==> src/rtl/core/ect_pkg.sv <==
package ect_pkg;

  localparam int TABLE_ENTRIES_DEF = 64;
  localparam int CODE_BITS_DEF     = 16;

  localparam int CYCLE_W  = 32;
  localparam int TARGET_W = 64;
  localparam int CODE_W   = 16;
  localparam int CAUSE_W  = 4;

  // input tdata layout
  localparam int IN_CYC_LSB   = 0;
  localparam int IN_DONE_BIT  = IN_CYC_LSB + CYCLE_W;
  localparam int IN_TGT_LSB   = IN_DONE_BIT + 1;
  localparam int IN_EXCL_BIT  = IN_TGT_LSB + TARGET_W;
  localparam int IN_CODE_LSB  = IN_EXCL_BIT + 1;
  localparam int IN_CAUSE_LSB = IN_CODE_LSB + CODE_W;
  localparam int IN_USED_W    = IN_CAUSE_LSB + CAUSE_W;
  localparam int IN_DATA_W    = ((IN_USED_W + 7) / 8) * 8;

  // output tdata layout
  localparam int OUT_CYC_LSB    = 0;
  localparam int OUT_TGT_LSB    = OUT_CYC_LSB + CYCLE_W;
  localparam int OUT_PCODE_LSB  = OUT_TGT_LSB + TARGET_W;
  localparam int OUT_PCAUSE_LSB = OUT_PCODE_LSB + CODE_W;
  localparam int OUT_CCODE_LSB  = OUT_PCAUSE_LSB + CAUSE_W;
  localparam int OUT_CCAUSE_LSB = OUT_CCODE_LSB + CODE_W;
  localparam int OUT_FULL_BIT   = OUT_CCAUSE_LSB + CAUSE_W;
  localparam int OUT_USED_W     = OUT_FULL_BIT + 1;
  localparam int OUT_DATA_W     = ((OUT_USED_W + 7) / 8) * 8;

  localparam logic OP_OBSERVE = 1'b0;
  localparam logic OP_CLEAR   = 1'b1;

  typedef enum logic [1:0] {
    KIND_ENTERED = 2'd0,
    KIND_CHANGED = 2'd1,
    KIND_EXITED  = 2'd2
  } ect_kind_t;

  typedef struct packed {
    logic load;    // input transaction taken
    logic sweep;   // write one invalid entry at the index counter
    logic scan;    // read one entry at the index counter
    logic commit;  // apply the table update and load the result
  } ect_cmd_t;

  typedef struct packed {
    logic in_clear;
    logic in_track;
    logic idx_last;
    logic emit;
    logic out_busy;
  } ect_sts_t;

endpackage

==> src/rtl/core/ect_ctrl.sv <==
module ect_ctrl import ect_pkg::*; (
  input  logic     clk,
  input  logic     rst_n,
  input  logic     in_tvalid,
  output logic     in_tready,
  input  ect_sts_t sts,
  output ect_cmd_t cmd
);

  typedef enum logic [2:0] {
    S_INIT,
    S_IDLE,
    S_SCAN,
    S_DRAIN,
    S_DECIDE
  } state_t;

  state_t state_r, state_nxt;
  logic   in_tready_r;

  always_comb begin
    state_nxt = state_r;
    cmd       = '0;
    unique case (state_r)
      S_INIT: begin
        cmd.sweep = 1'b1;
        if (sts.idx_last) begin
          state_nxt = S_IDLE;
        end
      end
      S_IDLE: begin
        if (in_tvalid && in_tready_r) begin
          cmd.load = 1'b1;
          priority if (sts.in_clear) begin
            state_nxt = S_INIT;
          end else if (sts.in_track) begin
            state_nxt = S_SCAN;
          end else begin
            state_nxt = S_IDLE;
          end
        end
      end
      S_SCAN: begin
        cmd.scan = 1'b1;
        if (sts.idx_last) begin
          state_nxt = S_DRAIN;
        end
      end
      S_DRAIN: begin
        state_nxt = S_DECIDE;
      end
      S_DECIDE: begin
        // hold the decision while it emits an event and a pending result is still stalled
        if (!(sts.emit && sts.out_busy)) begin
          cmd.commit = 1'b1;
          state_nxt  = S_IDLE;
        end
      end
      default: begin
        state_nxt = S_INIT;
      end
    endcase
  end

  always_ff @(posedge clk) begin
    if (!rst_n) begin
      state_r     <= S_INIT;
      in_tready_r <= 1'b0;
    end else begin
      state_r     <= state_nxt;
      in_tready_r <= (state_nxt == S_IDLE);
    end
  end

  assign in_tready = in_tready_r;

endmodule

==> config.mk <==
export PLATFORM = sky130hd
export DESIGN_NAME = ect_ctrl
export DESIGN_NICKNAME = d
export VERILOG_FILES = /design/src/rtl/core/ect_pkg.sv /design/src/rtl/core/ect_ctrl.sv
export SDC_FILE = /design/constraint.sdc
export NUM_CORES = 1
export LEC_CHECK = 0
export BUFFER_PORTS_ARGS = -buffer_cell sky130_fd_sc_hd__buf_4
export CAP_MARGIN = 20
export CORE_AREA = 5 5 42 44
export DETAILED_ROUTE_END_ITERATION = 7
export DIE_AREA = 0 0 47 49
export PLACE_DENSITY = 0.37
export SYNTH_ARGS = -nofsm -noshare
export SYNTH_HDL_FRONTEND = slang
export SYNTH_SLANG_ARGS = --single-unit
==> constraint.sdc <==
create_clock -name clk -period 1 [get_ports clk]
set_input_delay 0.2 -clock clk [delete_from_list [all_inputs] [get_ports clk]]
set_output_delay 0.2 -clock clk [all_outputs]
set_load 0.02 [all_outputs]
Word-level counts from Yosys, hierarchy flattened

Cells that the tools add are included.

Flip-flop bits (word level): 4
Bits of input ports: 8

Equal/unequal tests: 5
Mux-type cells: 13
Reductions and logical operators: 3

Operator list:

| kind                                                | number |
|---|---|
| one-hot mux 3 bit (5 select lines)                  | 1 |
| two-way mux 3 bit                                   | 4 |
| equality test 3 x 1 -> 1 bit, second input constant | 2 |
| equality test 3 x 2 -> 1 bit, second input constant | 2 |
| two-way mux 1 bit                                   | 6 |
| two-way mux 2 bit                                   | 2 |
| equality test 3 bit, second input constant          | 1 |
| logical NOT 3 bit                                   | 1 |
| logical AND 1 bit                                   | 2 |

Logic depth before layout (Yosys ltp)

Gate-level depths: netlist of the first run.

Word-level depth: 5
Depth in mapped cells: 4
Depth with buffers taken out: 4

Worst setup path before layout of the first run

Ideal clock, no wire load.

Path kind: reg2reg
Start: register in_tready_r (netlist: in_tready)
End: register in_tready_r (netlist: in_tready)
Library setup time: 117 ps
Arrival time: 1,082 ps
Setup slack: -199 ps
Cell stages (with the launch flop): 4
Buffers on the path: 0
Path through: dfxtp_1 and4_1 nand3b_1 and4b_1

Cells in the longest elaborated chain, start to end: 4

RTL lines:

| what                               | RTL line       | text |
|---|---|---|
| from (decl)                        | ect_ctrl.sv:19 | `logic in_tready_r;` |
| from (signal assigned)             | ect_ctrl.sv:71 | `in_tready_r <= (state_nxt == S_IDLE);` |
| logical AND 1 bit                  | ect_ctrl.sv:32 | `if (in_tvalid && in_tready_r) begin` |
| two-way mux 3 bit                  | ect_ctrl.sv:32 |  |
| one-hot mux 3 bit (5 select lines) | ect_ctrl.sv:24 | `unique case (state_r)` |
| equality test 3 x 1 -> 1 bit       | ect_ctrl.sv:71 |  |

No other way between the ends.
A chain may end at the register's enable or synchronous reset.

==> results.tsv, run 1 <==
metric	value	unit
status	complete, but fails checks	
irDropWorstVdd	0.0003419	V
postSynthAreaPerCell	8.133	um^2
finalMaxSlewViolations	0	
antenna_left	0	
ys_dominant_reg_cell	dfxtp_1	
gp_congestion	0.7237	
clk_pin_slew	0.03	ns
synth_edf_count	0	
cp_num_buf_inv	2	
dieWidth	47	um
tns	-0.8970	ns
relSlewSlack	86.17	%
postCtsHoldBufs	0	
crit_path_end_kind	output port	
viasPerCell	4.323	
io_pins	13	
p_sw_share	23.57	%
syn2layout_area_growth	98.22	%
nets	55	
row_count	14	
cts_max_level	1	
crit_type	reg -> out	
internal_power	367.6	uW
crit_arrival	1.04	ns
ys_async_sr_fraction	0	%
synth_common_cells	dfxtp_1, nand2_1, inv_1, nor2_1	
synthTopCellsByArea	dfxtp_1, nand2_1, and4b_1, a21oi_2, a32oi_1	
synth-seq-cells	4	
maxCapViolations	0	
max_freq	803.7	MHz
drt_iter0_markers	2	
pwr-share-seq	37.8	%
dr.pass1.iters	2	
switchingPower	113.4	uW
synth_top_cell_area_share	37.87	%
tightest_slew	0.2075	ns
power.density	1147	mW/mm^2
syn-cell-area	211.5	um^2
drive_above_1_share	65.22	%
finalSetupViolCount	6	
period_minus_slack	1.244	ns
syn_inst	26	
cts_tree	yes	
ys_types	19	
synth_fp_nets	34	
violations	negative setup slack	
grt_antenna_before_repair	0	
die-area	0.002303	mm^2
die_h	49	um
worst-path-stages	4	
cts.path.max_buffers	2	
worstHoldStart	rst_n	
fin_ws	-0.2443	ns
grt_max_degree	9	
yosys_warnings	0	
synth.most_common_cell	dfxtp_1	
seq_area_frac_synth	37.87	%
skew	0.008388	ns
cp.required	0.80	ns
hold_class	in -> reg	
num_vias	268	
grt_pass1_vias	279	
cts.root.buffer_cell	clkbuf_4	
critPathLaunchType	register	
worstReg2RegStart	state_r[1]	
wirelength	656	um
hpwlAfterDp	516	um
rrSetupSlack	-0.08	ns
final_area	419.2	um^2
r2r_end	in_tready	
min_path_cells	2	
grt_overflow_total	0	
grt_usage	6.681	%
yosysTopAreaCell	dfxtp_1	
leakage	0.1926	nW
wire_per_inst	10.58	um
clockPowerShare	44.4	%
critPathTopFamily	flip-flops	
rr_worst_depth	4	
grt_pass1_wl	1.069	mm
finalHoldViolCount	0	
start_util	15.09	%
min_to	state_r[2]	
coreArea	0.001401	mm^2
numPortBuffers	12	
clkLatencyLatePin	0.23	ns
cts_buffers	3	
critPathSlowestCell	dfxtp_2	
combPwrFrac	17.8	%
path_cells	and2b_1, nand2b_1, inv_1, buf_6	
num_antenna_cells	0	
cts_sinks	4	
fin_crit_sh	124.4	%
critPathMaxStageDelay	0.35	ns
drc	0	
path_max_fanout	4	
rsz0062_at_grt	yes	
place_area	345.3	um^2
[final cells by class]
cell class	count	area [um^2]
inverter	2	7.507
sequential	4	90.09
tap	16	20.02
fill	168	982.2
multi-input combinational	20	143.9
clock buffer	4	26.28
timing repair buffer	16	131.4
[flip-flops by register name, summed over array words and instances, names as in the netlist]
name       count
state_r        3
in_tready      1
[worst register-to-register path, stage by stage (launching register included)]
cell,delay (ns)
dfxtp_2,0.34
nor2_2,0.11
and4_4,0.23
nand3b_1,0.11
and4b_1,0.19
[per-stage QoR]
stage | worst slack (ns) | instances | hold slack (ns) | total power, mW | utilization, %
final | -0.2443 | 62 | 0.2247 | 0.4810 | 29.91
after CTS | -0.2587 | 62 | 0.2201 | 0.4949 | 29.11
after detailed placement | -0.07660 | 56 | 0.4628 | 0.2597 | 24.64
after global routing | -0.2989 | 62 | 0.2177 | 0.5195 | 29.91
after global placement | -0.1058 | 56 | 0.4643 | 0.2595 | 24.64
after floorplan | -0.06434 | 26 | 0.3507 | 0.2143 | -
[placed cells by master, fill, tap and decap left out, types with 2 or more instances in the layout]
cell type and count:
clkbuf_4 3, dfxtp_2 2, dfxtp_4 2, nand2_1 3
buf_6 3, buf_4 13
[repair_timing]
action | CTS | global route
pin swaps | 5 | 0
resized for setup | 6 | 4
endpoints found under the setup margin | 6 | 6
setup buffers | 2 | 0
[per-layer routing]
layer	part of all wire (%)	wire, um	global-route usage, %
met5	0	0	0
met4	0	0	2.765
met3	14	89	5.166
met2	47	307	9.955
met1	40	260	6.783
[power by group through the flow]
stage          logic (mW)  clock network [mW]  registers, mW
5_1_grt            0.0930               0.243          0.183
3_3_place_gp       0.0781                   0          0.181
2_1_floorplan      0.0308                   0          0.184
3_5_place_dp       0.0785                   0          0.181
6_report           0.0856               0.214          0.182
4_1_cts            0.0846               0.229          0.181
[kinds of logic after synthesis]
family	after synthesis	synth area share [%]
and+or+nand+nor	14	38.47
AOI/OAI and AO/OA	6	20.12
DFF	4	37.87
buffers and inverters	2	3.552
[worst max path at each step]
stage,startpoint,end
floorplan,state_r[1],in_tready
global placement,state_r[0],in_tready
detailed placement,state_r[0],in_tready
CTS,state_r[2],cmd[1]
global route,state_r[1],cmd[1]
finish,state_r[2],cmd[1]
Note: power is estimated with default switching activity, not from simulation.
==> inputs of run 2 (changes only) <==
- ABC_AREA: unset -> 1
- CORE_AREA: 5 5 42 44 -> 2 2 39 41
- CTS_CLUSTER_DIAMETER: unset -> 30
- DIE_AREA: 0 0 47 49 -> 0 0 41 43
- PLACE_DENSITY: 0.37 -> 0.39
==> run 2 against run 1 <==
  * The run still ends with negative setup slack left
  * Sequential share of layout area down 0.32 points
  * Total power is 2.2% lower
  * Global-route usage is 0.24 points higher
==> results.tsv, run 2 <==
metric	value	unit	change
power.density	1105	mW/mm^2	-3.7%
seq_area_frac_synth	34.41	%	-3.5 points
layout_common_cells	buf_4, nand2_1, inv_1		
yosys_warnings	0		unchanged
num_antenna_cells	0		unchanged
viasPerCell	3.757		-13%
grt_max_degree	7		-2
coreArea	0.001384	mm^2	-1.2%
grt_overflow_total	0		unchanged
row_count	14		unchanged
tns	-0.6295	ns	+0.2676 ns
crit_path_end_kind	output port		
syn2layout_area_growth	82.80	%	
drive_above_1_share	48.28	%	-17 points
synth_common_cells	inv_1, nand2_1, nand3_1		
synth_edf_count	0		unchanged
wire_per_inst	7.770	um	-27%
clk_pin_slew	0.04	ns	about the same
finalMaxSlewViolations	0		unchanged
crit_arrival	0.98	ns	-0.06 ns
hpwlAfterDp	456.1	um	-12%
antenna_left	0		unchanged
top_register	state_r		
place_inst	71		+27%
synth_fp_nets	49		+44%
final_common_cell	buf_4		
cp.required	0.80	ns	about the same
cts.root.buffer_cell	clkbuf_4		
io_pins	13		unchanged
synthTopCellsByArea	dfxtp_1, inv_1, nand2_1, nand3_1, nor2_1		
syn-cell-area	232.7	um^2	+10%
drc	0		unchanged
ys_dominant_reg_cell	dfxtp_1		
fin_util	30.74	%	+0.83 points
synth-seq-cells	4		unchanged
max_freq	849.8	MHz	+5.7%
cts_sinks	4		unchanged
dieWidth	41	um	-13%
leakage	0.2400	nW	+25%
drt_iter0_markers	2		unchanged
grt_pass1_wl	745	um	-30%
hold-worst-slack	0.1869	ns	-0.03780 ns
clkLatencyLatePin	0.23	ns	about the same
violations	negative setup slack		
finalHoldViolCount	0		unchanged
synth_top_cell_area_share	34.41	%	-3.5 points
die-area	0.001763	mm^2	-23%
die_h	43	um	-12%
yosysTopAreaCell	dfxtp_1		
period_minus_slack	1.177	ns	-0.06753 ns
relSlewSlack	91.73	%	+5.6 points
postSynthAreaPerCell	5.676	um^2	-30%
cts_buffers	3		unchanged
cts_setup_buffers	0		-2
wirelength	575	um	-12%
numPortBuffers	12		unchanged
skew	0.0009035	ns	-0.007485 ns
tightest_slew	0.1237	ns	-0.08376 ns
num_vias	278		+3.7%
crit_type	reg -> out		
irDropWorstVdd	0.0004700	V	+37%
rsz0062_at_grt	yes		
path_max_fanout	6		+2
fin_crit_sh	117.7	%	-6.8 points
final_area	425.4	um^2	+1.5%
syn_inst	41		+58%
gp_congestion	0.6540		-9.6%
ys_types	9		-10
finish.cell_count_without_fillers	74		+19%
dr.pass1.iters	2		unchanged
cts_max_level	1		unchanged
maxCapViolations	0		unchanged
fin_ws	-0.1767	ns	+0.06753 ns
nets	68		+24%
hold_class	in -> reg		
status	complete, but fails checks		
total_power	470.3	uW	-2.2%
grt_usage	6.921	%	+0.24 points
critPathLaunchType	register		
finalSetupViolCount	4		-2
cts_tree	yes		
cts.path.max_buffers	2		unchanged
grt_pass1_vias	226		-19%
ys_async_sr_fraction	0	%	unchanged
grt_antenna_before_repair	0		unchanged
largest_reg_flops	3		unchanged
start_util	16.82	%	+1.7 points
place_area	369.1	um^2	+6.9%
dp_slack	-0.01067	ns	+0.06593 ns
[run 2: cell count changes after synthesis, sizes merged, moves of 4 or more]
cell and delta:
inv +9, nand3 +6, nor2 +4, nand2 +7
[run 2: per-layer routing]
metal | up-vias | global-route usage, % | share of wire, %
li1 | 157 | - | -
met4 | 0 | 10.00 | 0
met5 | - | 0 | 0
met1 | 113 | 6.731 | 45
met2 | 8 | 9.375 | 48
met3 | 0 | 1.571 | 7.3
[run 2: cell type report]
cell class,instances,area (um^2)
clock buffers,3,22.52
flip-flops and latches,4,90.09
fillers,162,958.4
multi-input cells,26,138.9
inverters,11,41.29
well taps,16,20.02
repair buffers,14,112.6
[run 2: kinds of logic (layout without fill, tap and decap cells)]
| group | Yosys count | after routing | synth area share, % |
|---|---|---|---|
| simple gates | 25 | 25 | 45.70 |
| compound gates | 1 | 1 | 2.148 |
| buf+inv | 11 | 28 | 17.74 |
| flops | 4 | 4 | 34.41 |
[run 2: what timing repair did]
| item | CTS | global route |
|---|---|---|
| hold buffers | 0 | 0 |
| setup endpoints to repair | 4 | 4 |
| resized for setup | 8 | 4 |
| pin swaps | 0 | 0 |
[run 2: worst paths after layout]
path,to,cells after the start,from,slack [ns]
worst max-delay path,cmd[3],4,state_r[1],-0.18
worst min-delay path,state_r[0],3,rst_n,0.19
worst max register to register,in_tready,6,state_r[1],0.07
worst min register to register,state_r[2],4,state_r[2],0.61
[run 2: critical path: stages (launching register included)]
cell and delay [ns]:
dfxtp_4 0.36, nor2_1 0.08, nand2_1 0.09, nor2_4 0.10
buf_6 0.12
[run 2: where the power goes]
part           internal (mW)  total (mW)  switching, mW
Sequential             0.167       0.178         0.0102
Combinational         0.0510      0.0996         0.0486
Clock                  0.134       0.193         0.0594
Total                  0.352       0.470          0.118
